`src/rtl/core/rpbu_pkg.sv`:
```
// shared types, codes and constants of the rgb pixel blend unit
package rpbu_pkg;

	localparam int NUM_CH = 3;
	localparam int CH_BLUE = 0;
	localparam int CH_GREEN = 1;
	localparam int CH_RED = 2;

	localparam logic [3:0] ACT_MUL = 4'd0;
	localparam logic [3:0] ACT_SCREEN = 4'd1;
	localparam logic [3:0] ACT_SUB = 4'd2;
	localparam logic [3:0] ACT_ADD = 4'd3;
	localparam logic [3:0] ACT_OVERLAY = 4'd4;
	localparam logic [3:0] ACT_ONLY_R = 4'd5;
	localparam logic [3:0] ACT_ONLY_G = 4'd6;
	localparam logic [3:0] ACT_ONLY_B = 4'd7;
	localparam logic [3:0] ACT_ADDCH_R = 4'd8;
	localparam logic [3:0] ACT_ADDCH_G = 4'd9;
	localparam logic [3:0] ACT_ADDCH_B = 4'd10;
	localparam logic [3:0] ACT_SCALE_R = 4'd11;
	localparam logic [3:0] ACT_SCALE_G = 4'd12;
	localparam logic [3:0] ACT_SCALE_B = 4'd13;
	localparam logic [3:0] ACT_COMBINE = 4'd14;
	localparam logic [3:0] ACT_NONE = 4'd15;

	localparam logic REG_OFFSET = 1'b0;
	localparam logic REG_GAIN = 1'b1;

	localparam logic signed [8:0] OFFSET_RESET = 9'sd0;
	localparam logic [15:0] GAIN_RESET = 16'd256;

	localparam logic [15:0] PROD_MAX = 16'd65025;     // 255 * 255
	localparam logic [16:0] ROUND_BIAS = 17'd255;
	localparam logic [17:0] DIVISOR = 18'd510;
	localparam logic [23:0] GAIN_SAT = 24'd65280;     // 255 * 256
	localparam logic [23:0] GAIN_HALF = 24'd128;

	typedef enum logic [3:0] {
		OP_MUL,
		OP_SCREEN,
		OP_SUB,
		OP_ADD,
		OP_OVERLAY,
		OP_OFFSET,
		OP_GAIN,
		OP_PASS,
		OP_ZERO
	} lane_op_t;

	typedef struct packed {
		logic signed [8:0] channel_offset;
		logic [15:0] channel_gain;
	} cfg_t;

endpackage

```
`src/rtl/core/rgb_pixel_blend_unit.sv`:
```
// top level of the rgb pixel blend unit: command decode, config registers, three lanes
// a result is strobed on done for each accepted command beat
// throughput: one pixel per clock, busy is never raised and the receiver cannot stall
// three register stages: decoded operands, products, result pixel
// reset clears the valid pipe and loads offset 0 and gain 1.0 (256)
module rgb_pixel_blend_unit import rpbu_pkg::*; (
	input  logic clk,
	input  logic arst_n,
	input  logic start,
	output logic busy,
	input  logic [3:0] action,
	input  logic [7:0] top_blue,
	input  logic [7:0] top_green,
	input  logic [7:0] top_red,
	input  logic [7:0] bottom_blue,
	input  logic [7:0] bottom_green,
	input  logic [7:0] bottom_red,
	input  logic [7:0] third_green,
	input  logic cfg_we,
	input  logic cfg_index,
	input  logic [15:0] cfg_data,
	output logic done,
	output logic [7:0] out_blue,
	output logic [7:0] out_green,
	output logic [7:0] out_red
);

	cfg_t cfg_q;
	logic accept;
	logic valid_s1, valid_s2, valid_s3;

	logic [7:0] top_px [NUM_CH];
	logic [7:0] bot_px [NUM_CH];
	lane_op_t op_d [NUM_CH];
	logic [7:0] a_d [NUM_CH];
	logic [7:0] b_d [NUM_CH];
	lane_op_t op_s1 [NUM_CH];
	logic [7:0] a_s1 [NUM_CH];
	logic [7:0] b_s1 [NUM_CH];
	logic [7:0] lane_res [NUM_CH];

	assign busy = 1'b0;
	assign accept = start && !busy;

	always_ff @(posedge clk or negedge arst_n) begin
		if (!arst_n) begin
			cfg_q.channel_offset <= OFFSET_RESET;
			cfg_q.channel_gain <= GAIN_RESET;
		end else if (cfg_we) begin
			unique case (cfg_index)
				REG_OFFSET: cfg_q.channel_offset <= $signed(cfg_data[8:0]);
				REG_GAIN: cfg_q.channel_gain <= cfg_data;
				default: ;
			endcase
		end
	end

	// per-lane operation and operand selection
	always_comb begin
		top_px[CH_BLUE] = top_blue;
		top_px[CH_GREEN] = top_green;
		top_px[CH_RED] = top_red;
		bot_px[CH_BLUE] = bottom_blue;
		bot_px[CH_GREEN] = bottom_green;
		bot_px[CH_RED] = bottom_red;
		for (int c = 0; c < NUM_CH; c++) begin
			op_d[c] = OP_PASS;
			a_d[c] = top_px[c];
			b_d[c] = bot_px[c];
			unique case (action)
				ACT_MUL: op_d[c] = OP_MUL;
				ACT_SCREEN: op_d[c] = OP_SCREEN;
				ACT_SUB: op_d[c] = OP_SUB;
				ACT_ADD: op_d[c] = OP_ADD;
				ACT_OVERLAY: op_d[c] = OP_OVERLAY;
				ACT_ONLY_R: a_d[c] = top_red;
				ACT_ONLY_G: a_d[c] = top_green;
				ACT_ONLY_B: a_d[c] = top_blue;
				ACT_ADDCH_R: if (c == CH_RED) op_d[c] = OP_OFFSET;
				ACT_ADDCH_G: if (c == CH_GREEN) op_d[c] = OP_OFFSET;
				ACT_ADDCH_B: if (c == CH_BLUE) op_d[c] = OP_OFFSET;
				ACT_SCALE_R: if (c == CH_RED) op_d[c] = OP_GAIN;
				ACT_SCALE_G: if (c == CH_GREEN) op_d[c] = OP_GAIN;
				ACT_SCALE_B: if (c == CH_BLUE) op_d[c] = OP_GAIN;
				ACT_COMBINE: begin
					if (c == CH_GREEN) a_d[c] = third_green;
					else if (c == CH_BLUE) a_d[c] = bottom_blue;
				end
				default: op_d[c] = OP_ZERO;
			endcase
		end
	end

	always_ff @(posedge clk or negedge arst_n) begin
		if (!arst_n) begin
			valid_s1 <= 1'b0;
			valid_s2 <= 1'b0;
			valid_s3 <= 1'b0;
		end else begin
			valid_s1 <= accept;
			valid_s2 <= valid_s1;
			valid_s3 <= valid_s2;
		end
	end

	always_ff @(posedge clk) begin
		if (accept) begin
			op_s1 <= op_d;
			a_s1 <= a_d;
			b_s1 <= b_d;
		end
	end

	for (genvar ch = 0; ch < NUM_CH; ch++) begin : g_lane
		rpbu_lane u_lane (
			.clk(clk),
			.op(op_s1[ch]),
			.a(a_s1[ch]),
			.b(b_s1[ch]),
			.cfg(cfg_q),
			.res(lane_res[ch])
		);
	end

	assign done = valid_s3;
	assign out_blue = lane_res[CH_BLUE];
	assign out_green = lane_res[CH_GREEN];
	assign out_red = lane_res[CH_RED];

	// every command beat comes out as exactly one result beat
	a_beat_out: assert property (@(posedge clk) disable iff (!arst_n)
		accept |-> ##3 done)
		else $error("command beat produced no result beat");

	a_no_spurious: assert property (@(posedge clk) disable iff (!arst_n)
		done |-> $past(accept, 3))
		else $error("result beat without a command beat");

	a_unused_zero: assert property (@(posedge clk) disable iff (!arst_n)
		$past(accept && action == ACT_NONE, 3) |->
			(out_blue == 8'd0 && out_green == 8'd0 && out_red == 8'd0))
		else $error("unused action code gave a nonzero pixel");

	a_grey_equal: assert property (@(posedge clk) disable iff (!arst_n)
		$past(accept && (action == ACT_ONLY_R || action == ACT_ONLY_G ||
			action == ACT_ONLY_B), 3) |->
			(out_blue == out_green && out_green == out_red))
		else $error("grey extract gave unequal channels");

endmodule

```
`src/rtl/core/rpbu_lane.sv`:
```
// one color channel of the blend datapath: product stage, then divide and select stage
module rpbu_lane import rpbu_pkg::*; (
	input  logic clk,
	input  lane_op_t op,
	input  logic [7:0] a,
	input  logic [7:0] b,
	input  cfg_t cfg,
	output logic [7:0] res
);

	// stage one: products and the simple ops
	logic [7:0] ma, mb;
	logic [15:0] m;
	logic [15:0] dm;
	logic [15:0] dm2;
	logic [16:0] x;
	logic [23:0] p;
	logic signed [9:0] v;
	logic [7:0] simple;
	logic [8:0] sum;
	logic hi_half;

	lane_op_t op_s2;
	logic [16:0] x_s2;
	logic [23:0] p_s2;
	logic [7:0] simple_s2;

	assign hi_half = b[7];

	always_comb begin
		ma = a;
		mb = b;
		if (op == OP_SCREEN || (op == OP_OVERLAY && hi_half)) begin
			ma = ~a;
			mb = ~b;
		end
		m = ma * mb;
		dm = PROD_MAX - m;
		dm2 = PROD_MAX - {m[14:0], 1'b0};
		case (op)
			OP_MUL: x = {m, 1'b0} + ROUND_BIAS;
			OP_SCREEN: x = {dm, 1'b0} + ROUND_BIAS;
			OP_OVERLAY: begin
				if (hi_half) x = {dm2, 1'b0} + ROUND_BIAS;
				else x = {m[14:0], 2'b00} + ROUND_BIAS;
			end
			default: x = '0;
		endcase
	end

	assign p = 24'(a) * 24'(cfg.channel_gain);
	assign sum = {1'b0, a} + {1'b0, b};
	assign v = $signed({2'b00, a}) + $signed({cfg.channel_offset[8], cfg.channel_offset});

	always_comb begin
		case (op)
			OP_SUB: simple = (a > b) ? a - b : 8'd0;
			OP_ADD: simple = sum[8] ? 8'hFF : sum[7:0];
			OP_OFFSET: begin
				if (v[9]) simple = 8'd0;
				else if (v[8]) simple = 8'hFF;
				else simple = v[7:0];
			end
			OP_PASS: simple = a;
			default: simple = 8'd0;
		endcase
	end

	always_ff @(posedge clk) begin
		op_s2 <= op;
		x_s2 <= x;
		p_s2 <= p;
		simple_s2 <= simple;
	end

	// stage two: x / 510 by reciprocal 16448 / 2^23, low by at most one
	logic [31:0] qm;
	logic [8:0] qe;
	logic [17:0] qx;
	logic [17:0] r;
	logic [8:0] q;
	logic [23:0] pr;
	logic [7:0] g;
	logic [7:0] sel;

	always_comb begin
		qm = 32'({x_s2, 14'b0}) + 32'({x_s2, 6'b0});
		qe = qm[31:23];
		qx = 18'({qe, 9'b0}) - 18'({qe, 1'b0});
		r = 18'(x_s2) - qx;
		q = (r >= DIVISOR) ? qe + 9'd1 : qe;
		pr = p_s2 + GAIN_HALF;
		g = (p_s2 >= GAIN_SAT) ? 8'hFF : pr[15:8];
		case (op_s2)
			OP_MUL, OP_SCREEN, OP_OVERLAY: sel = q[7:0];
			OP_GAIN: sel = g;
			default: sel = simple_s2;
		endcase
	end

	always_ff @(posedge clk) begin
		res <= sel;
	end

endmodule

```
`config.mk`:
```
export PLATFORM = sky130hd
export DESIGN_NAME = rgb_pixel_blend_unit
export DESIGN_NICKNAME = d
export VERILOG_FILES = /design/src/rtl/core/rpbu_pkg.sv /design/src/rtl/core/rgb_pixel_blend_unit.sv /design/src/rtl/core/rpbu_lane.sv
export SDC_FILE = /design/constraint.sdc
export NUM_CORES = 2
export LEC_CHECK = 0
export BUFFER_PORTS_ARGS = -buffer_cell sky130_fd_sc_hd__buf_2
export CAP_MARGIN = 20
export CORE_MARGIN = 5
export CORE_UTILIZATION = 54
export CTS_CLUSTER_SIZE = 10
export DETAILED_ROUTE_END_ITERATION = 10
export GPL_TIMING_DRIVEN = 0
export PLACE_DENSITY = 0.68
export SYNTH_ARGS = -nofsm -noshare
export SYNTH_HDL_FRONTEND = slang
export SYNTH_SLANG_ARGS = --single-unit
```
`constraint.sdc`:
```
create_clock -name clk -period 10.1 [get_ports clk]
set_input_delay 1.01 -clock clk [delete_from_list [all_inputs] [get_ports clk]]
set_output_delay 1.01 -clock clk [all_outputs]
set_load 0.01 [all_outputs]
```
======== Yosys cells after proc, flatten, opt, wreduce, memory -nomap -nowiden ========
Cells that the tools add are included.
W data, S select, Z words.
storage, ports and cells
  flip-flop bits (word level) ............. 271
  bits of input ports ..................... 81
  logic and storage cells ................. 197
operators by class
  $add $sub $neg .......................... 42
  multiply operators ...................... 6
  order comparisons ....................... 9
  equality and inequality tests ........... 41
  multiplexer cells ....................... 42
  bitwise logic cells ..................... 7
  reduce and logical (&&, ||, !) cells .... 21
operators by type and width
  operator                  number
  $add A17 B8 Y17 const B   12
  $mux W8                   24
  $pmux W17 S3              3
  $add A31 B23 Y32          3
  $pmux W4 S8               3
  $pmux W8 S4               3
  $sub A16 B16 Y16 const A  6
  $eq A4 B3 Y1 const B      19
  $ge A24 B16 Y1 const B    3
  $mul A8 B16 Y24           3
  $pmux W8 S2               4
  $ge A18 B9 Y1 const B     3
  $sub A17 B18 Y18          3
  $sub A18 B10 Y18          3
  $mux W17                  3
  $add A16 B8 Y16 const B   3
  $mul A8 B8 Y16            3
  $not A8 Y8                6
  $pmux W8 S3               2
  $eq A4 B2 Y1 const B      8
  $add A9 B9 Y10            3
  $eq A4 B1 Y1 const B      7
  $eq A4 B4 Y1 const B      7
  $logic_not A4 Y1          7
  other kinds (10)          27

======== Logic depth before layout (Yosys ltp) ========
  depth in word-level cells ............... 9
  depth in mapped cells ................... 31
  gate-level depth less buffers ........... 28

======== Cells and area by module ========
A second synthesis with hierarchy kept.
unflattened totals
  cells, all modules ...................... 4872
  area total of the unflattened synthesis .. 40448.8 um^2
modules (own cells, without submodules)
  module                        instances  cells an instance  area an instance (um^2)
  rpbu_lane (g_lane[1].u_lane)  1          1551               12429.4
  rpbu_lane (g_lane[2].u_lane)  1          1546               12246.7
  rpbu_lane (g_lane[0].u_lane)  1          1527               12090.3
  rgb_pixel_blend_unit          1          248                3682.3

======== Worst setup path after synthesis ========
OpenSTA, ideal clock, no wires.
  kind .................................... flip-flop to flip-flop
  from .................................... register op_s1[5] (netlist bit)
  to ...................................... register g_lane[1].u_lane.x_s2[14]
  setup time .............................. 0.134 ns
  arrival time ............................ 6.914 ns
  required time ........................... 9.966 ns
  path slack .............................. 3.053 ns
  stages on the path, launching flop included .. 30
  path buffers ............................ 4
  period minus slack after synthesis ...... 7.047 ns
  cells stage by stage .................... edfxtp_1 > or4b_1 > clkbuf_1 > clkbuf_1 > and3_1 > a21oi_1 > a21o_1 > fa_1 > fa_1 > inv_1 > fa_1 > inv_1 > fa_1 > inv_1 > ha_1 > clkbuf_1 > o21a_1 > nand2_1 > and2_1 > clkbuf_1 > nor3_2 > nor2_1 > ha_1 > nor3b_1 > a31oi_1 > o21ai_0 > o21a_1 > o21ai_1 > xnor2_1 > o22ai_1
between the ends
  longest elaborated chain between the ends .. 9
  elaborated cells between the ends (all ways) .. 16
ends and longest elaborated chain
  element                     RTL line                          RTL
  start: declaration          rgb_pixel_blend_unit.sv:37        lane_op_t op_s1 [NUM_CH];
  start signal: assignment    rgb_pixel_blend_unit.sv:108       op_s1 <= op_d;
  $eq A4 B3 Y1                rpbu_lane.sv:33, rpbu_lane.sv:40
  $logic_and A1 B1 Y1         rpbu_lane.sv:33                   if (op == OP_SCREEN || (op == OP_OVERLAY && hi_half)) begin
  $logic_or A1 B1 Y1          rpbu_lane.sv:33
  $mux W8                     rpbu_lane.sv:33
  $mul A8 B8 Y16              rpbu_lane.sv:37                   m = ma * mb;
  $sub A16 B16 Y16            rpbu_lane.sv:39                   dm2 = PROD_MAX - {m[14:0], 1'b0};
  $add A17 B8 Y17             rpbu_lane.sv:44                   if (hi_half) x = {dm2, 1'b0} + ROUND_BIAS;
  $mux W17                    rpbu_lane.sv:44
  $pmux W17 S3 *              rpbu_lane.sv:40                   case (op)
  via g_lane[1].u_lane.x[14]  rpbu_lane.sv:16                   logic [16:0] x;
  end signal: assignment      rpbu_lane.sv:71                   x_s2 <= x;
  end: declaration            rpbu_lane.sv:24                   logic [16:0] x_s2;
The timed path passes the listed nets; every way through them passes the cells marked *.
A chain may end at the register's enable or synchronous reset.

======== Final worst setup path ========
  from .................................... register op_s1[5] (netlist bit)
  to ...................................... register g_lane[1].u_lane.x_s2[12]
The elaborated chain is that of the path after synthesis.

==> metrics.md <==
| Metric | Value |
|---|---|
| Crit share post-route | `between 80% and 90%` |
| Design Area, Final | `around 42000 µm²` |
| Post-synth EDFFs | `60` |
| Synth unique cells | `106` |
| Cell accounting for the most synthesized area | `fa_1` |
| Slowest cell on the critical path | `edfxtp_1` |
| RSZ-0062 raised after global routing | `false` |
| Yosys warns | `0` |
| DRT antenna net count | `0` |
| Post-cts hold buffer count | `0` |
| Top cell type's share of synthesized area | `18.95%` |
| CP Max Fanout | `10` |
| Starting DRT DRC Count | `2766` |
| Worst skew pair latency | `0.57 ns` |
| GPL Wtd Cong | `0.9361` |
| Relative slew slack | `22.36%` |
| Dominant cells by area after synthesis | `fa_1 19%, ha_1 14%, dfxtp_1 8.3%` |
| CP top delay family | `adder cells` |
| Largest stage delay, worst path | `around 0.65 ns` |
| # port buffers | `between 100 and 150` |
| Area Overhead vs Synth | `7.070%` |
| Worst Hold Class | `flip-flop to flip-flop` |
| Worst EP arrival | `9.00 ns` |
| GRT overflow | `0` |
| Ant diodes | `0` |
| Crit path kind | `flip-flop to flip-flop` |
| Post-route DRC violation count | `0` |
| Post-DP HPWL | `slightly above 90000 µm` |
| Die H | `279.8 µm` |
| Critical path required time | `around 11 ns` |
| Nature of the critical path startpoint | `flip-flop` |
| Final nets | `5888` |
| Sink Count | `250` |
| CTS max path bufs | `3` |
| Vias in the first global route | `34044` |
| Sequential cell area | `5747 µm²` |
| H-Tree Depth | `2` |
| Post-CTS setup buffer count | `0` |
| Pins Over Slew Limit | `0` |
| Commonest cells after routing, fill and taps aside | `603 x inv_1, 580 x nand2_1, 444 x ha_1` |
| Worst-margin pin slew | `1.162 ns` |
| Pin count of the biggest net entering global routing | `62` |
| Cell Rows | `99` |
| CP Buf/Inv Count | `7` |
| Synth Flop Type | `dfxtp_1` |
| Die W | `279.8 µm` |
| First-pass DRT Iterations | `8` |
| Fin Clk Skew | `0.02196 ns` |
| Final setup viols | `0` |
| Post-Syn Area per Cell | `between 8 and 9 µm²` |
| Clock Tree Root | `clkbuf_16` |
| Multi-input gate area | `30450 µm²` |
| Yosys reg bits | `between 200 and 300` |
| Most common cell after layout, fill and taps aside | `inv_1` |
| CTS tree | `done` |
| Register area share after synthesis | `14.62%` |
| First-pass GRT wire length | `between 150000 and 200000 µm` |
| Syn Nets | `5744` |
| Post-DP Area | `41040 µm²` |
| Period minus WS final | `8.590 ns` |
| Fillers | `between 6000 and 7000` |
| Total CTS buffers | `34` |
| # IOs | `approximately 110` |
| Max frequency | `0.1164 GHz` |
| CTS clock-pin slew for the worst setup and hold paths | `0.06 ns` |
| Fin Setup TNS | `0 ns` |
| Die Area | `between 70000 and 80000 µm²` |
| Fraction of registers with async set/reset | `between 10 and 15%` |
| Number of gates resized after CTS | `0` |
| Detailed-route via count | `approximately 35000` |
| Status | `complete, no violations` |
| Initial antenna violation count | `3` |
| Average vias per placed instance | `5.787` |
| Fraction of layout cells with a size suffix above 1 | `4.666%` |
| Routed wire length per instance | `18.85 µm` |
| All-Layer GR Usage | `28.50%` |
| Post-Synthesis Cells | `between 4000 and 5000` |
| Initial Util | `between 50% and 60%` |
| Mapped cell area | `39300 µm²` |
| CP Capture Type | `flip-flop` |
| Core Box Area | `72590 µm²` |
| Hold Vio Cnt, Final | `0` |
| Max-cap violations | `0` |
| WL final | `112600 µm` |
## state kept, by name, indices dropped and copies added (netlist names)
signal	flops
op_s1	12
valid_s2	1
g_lane.u_lane.p_s2	51
cfg_q	25
b_s1	24
g_lane.u_lane.res	24
valid_s1	1
g_lane.u_lane.x_s2	51
g_lane.u_lane.simple_s2	24
a_s1	24
done	1
g_lane.u_lane.op_s2	12
## Yosys cell counts (7+ instances only)
cell type  count
nor3b_1       18
nand2b_1      39
mux2i_1       13
nor2b_1       44
a22oi_1       16
a311oi_1       7
o31ai_1       18
o221ai_1       7
nor4b_1        9
clkbuf_1     193
dfxtp_1      162
a21boi_0      10
nand2_1      580
or3_1         33
a31oi_1       22
a211o_1       12
dfrtp_1       27
a21oi_1      258
nor2_1       260
xor2_1        95
inv_1        603
nand4_1       52
and2_1       212
and3_1        32
a211oi_1      20
o21ai_1       25
a221o_1        8
fa_1         372
mux2_2        26
nand3b_1      12
xnor2_1      264
nor4_1        19
a21o_1        67
nor3_1        92
or2_2         16
buf_1         15
nand3_1      119
o21bai_1      39
o21ai_0      280
edfxtp_1      60
o211ai_1      13
o21a_1        32
o22ai_1       57
ha_1         444
## worst register-to-register path: cells and delay by family, from the launching register on
kind,cells,cell delay [ns]
adders and majority gates,6,2.63
AOI/OAI and AO/OA,8,1.95
and+or+nand+nor,7,1.87
buffers and inverters,7,1.14
DFF,1,0.65
xor gates and xnor gates,1,0.22
## final timing paths
path	startpoint	end	slack, ns	depth (start not counted)
min reg2reg	valid_s2	done	0.35	0
max reg2reg	op_s1[5]	g_lane[1].u_lane.x_s2[12]	1.51	29
max in group asynchronous	arst_n	cfg_q[6]	9.09	1
max	op_s1[5]	g_lane[1].u_lane.x_s2[12]	1.51	29
min in group asynchronous	arst_n	cfg_q[24]	0.52	1
min	valid_s2	done	0.35	0
## per-layer routing
metal	wire length [µm]	GRT usage [%]	up-vias
met2	50330	45.39	1254
met5	34	0	-
met4	4526	10.14	4
li1	-	-	16548
met3	9046	5.150	215
met1	48700	39.24	16549
## through the flow
| stage | setup slack, ns | std cells | util (%) | hold slack, ns |
|---|---|---|---|---|
| floorplan | 3.053 | 4847 | - | 0.3312 |
| global placement | 1.615 | 5911 | 56.52 | 0.3375 |
| detailed placement | 1.618 | 5912 | 56.53 | 0.3449 |
| CTS | 1.578 | 5972 | 57.96 | 0.3572 |
| global route | 0.9467 | 5974 | 57.98 | 0.3628 |
| finish | 1.510 | 5974 | 57.98 | 0.3537 |
## cell type report
class                      instances  area share (%)
inverter                         605           5.396
tap                              959           2.851
clock inverter                    10          0.1754
sequential                       250           13.66
multi-input combinational       3776           72.37
clock buffer                      50           2.286
timing repair buffer             108           1.290
buffer                           216           1.977
## kinds of logic (layout without fill, tap and decap cells)
group           Yosys count  count (layout)  share of synthesized area [%]
xor+xnor                360             360                          8.041
buf+inv                 821             989                          7.895
fa+ha+maj               817             817                          33.11
other cells               1               1                       0.009541
compound gates          987             987                          15.80
simple gates           1572            1572                          19.45
flops                   250             250                          14.62
mux                      39              39                          1.076
Power is left out: the tool's default activity adds up to more than one toggle a clock period on the data nets, which glitch-free logic cannot reach.
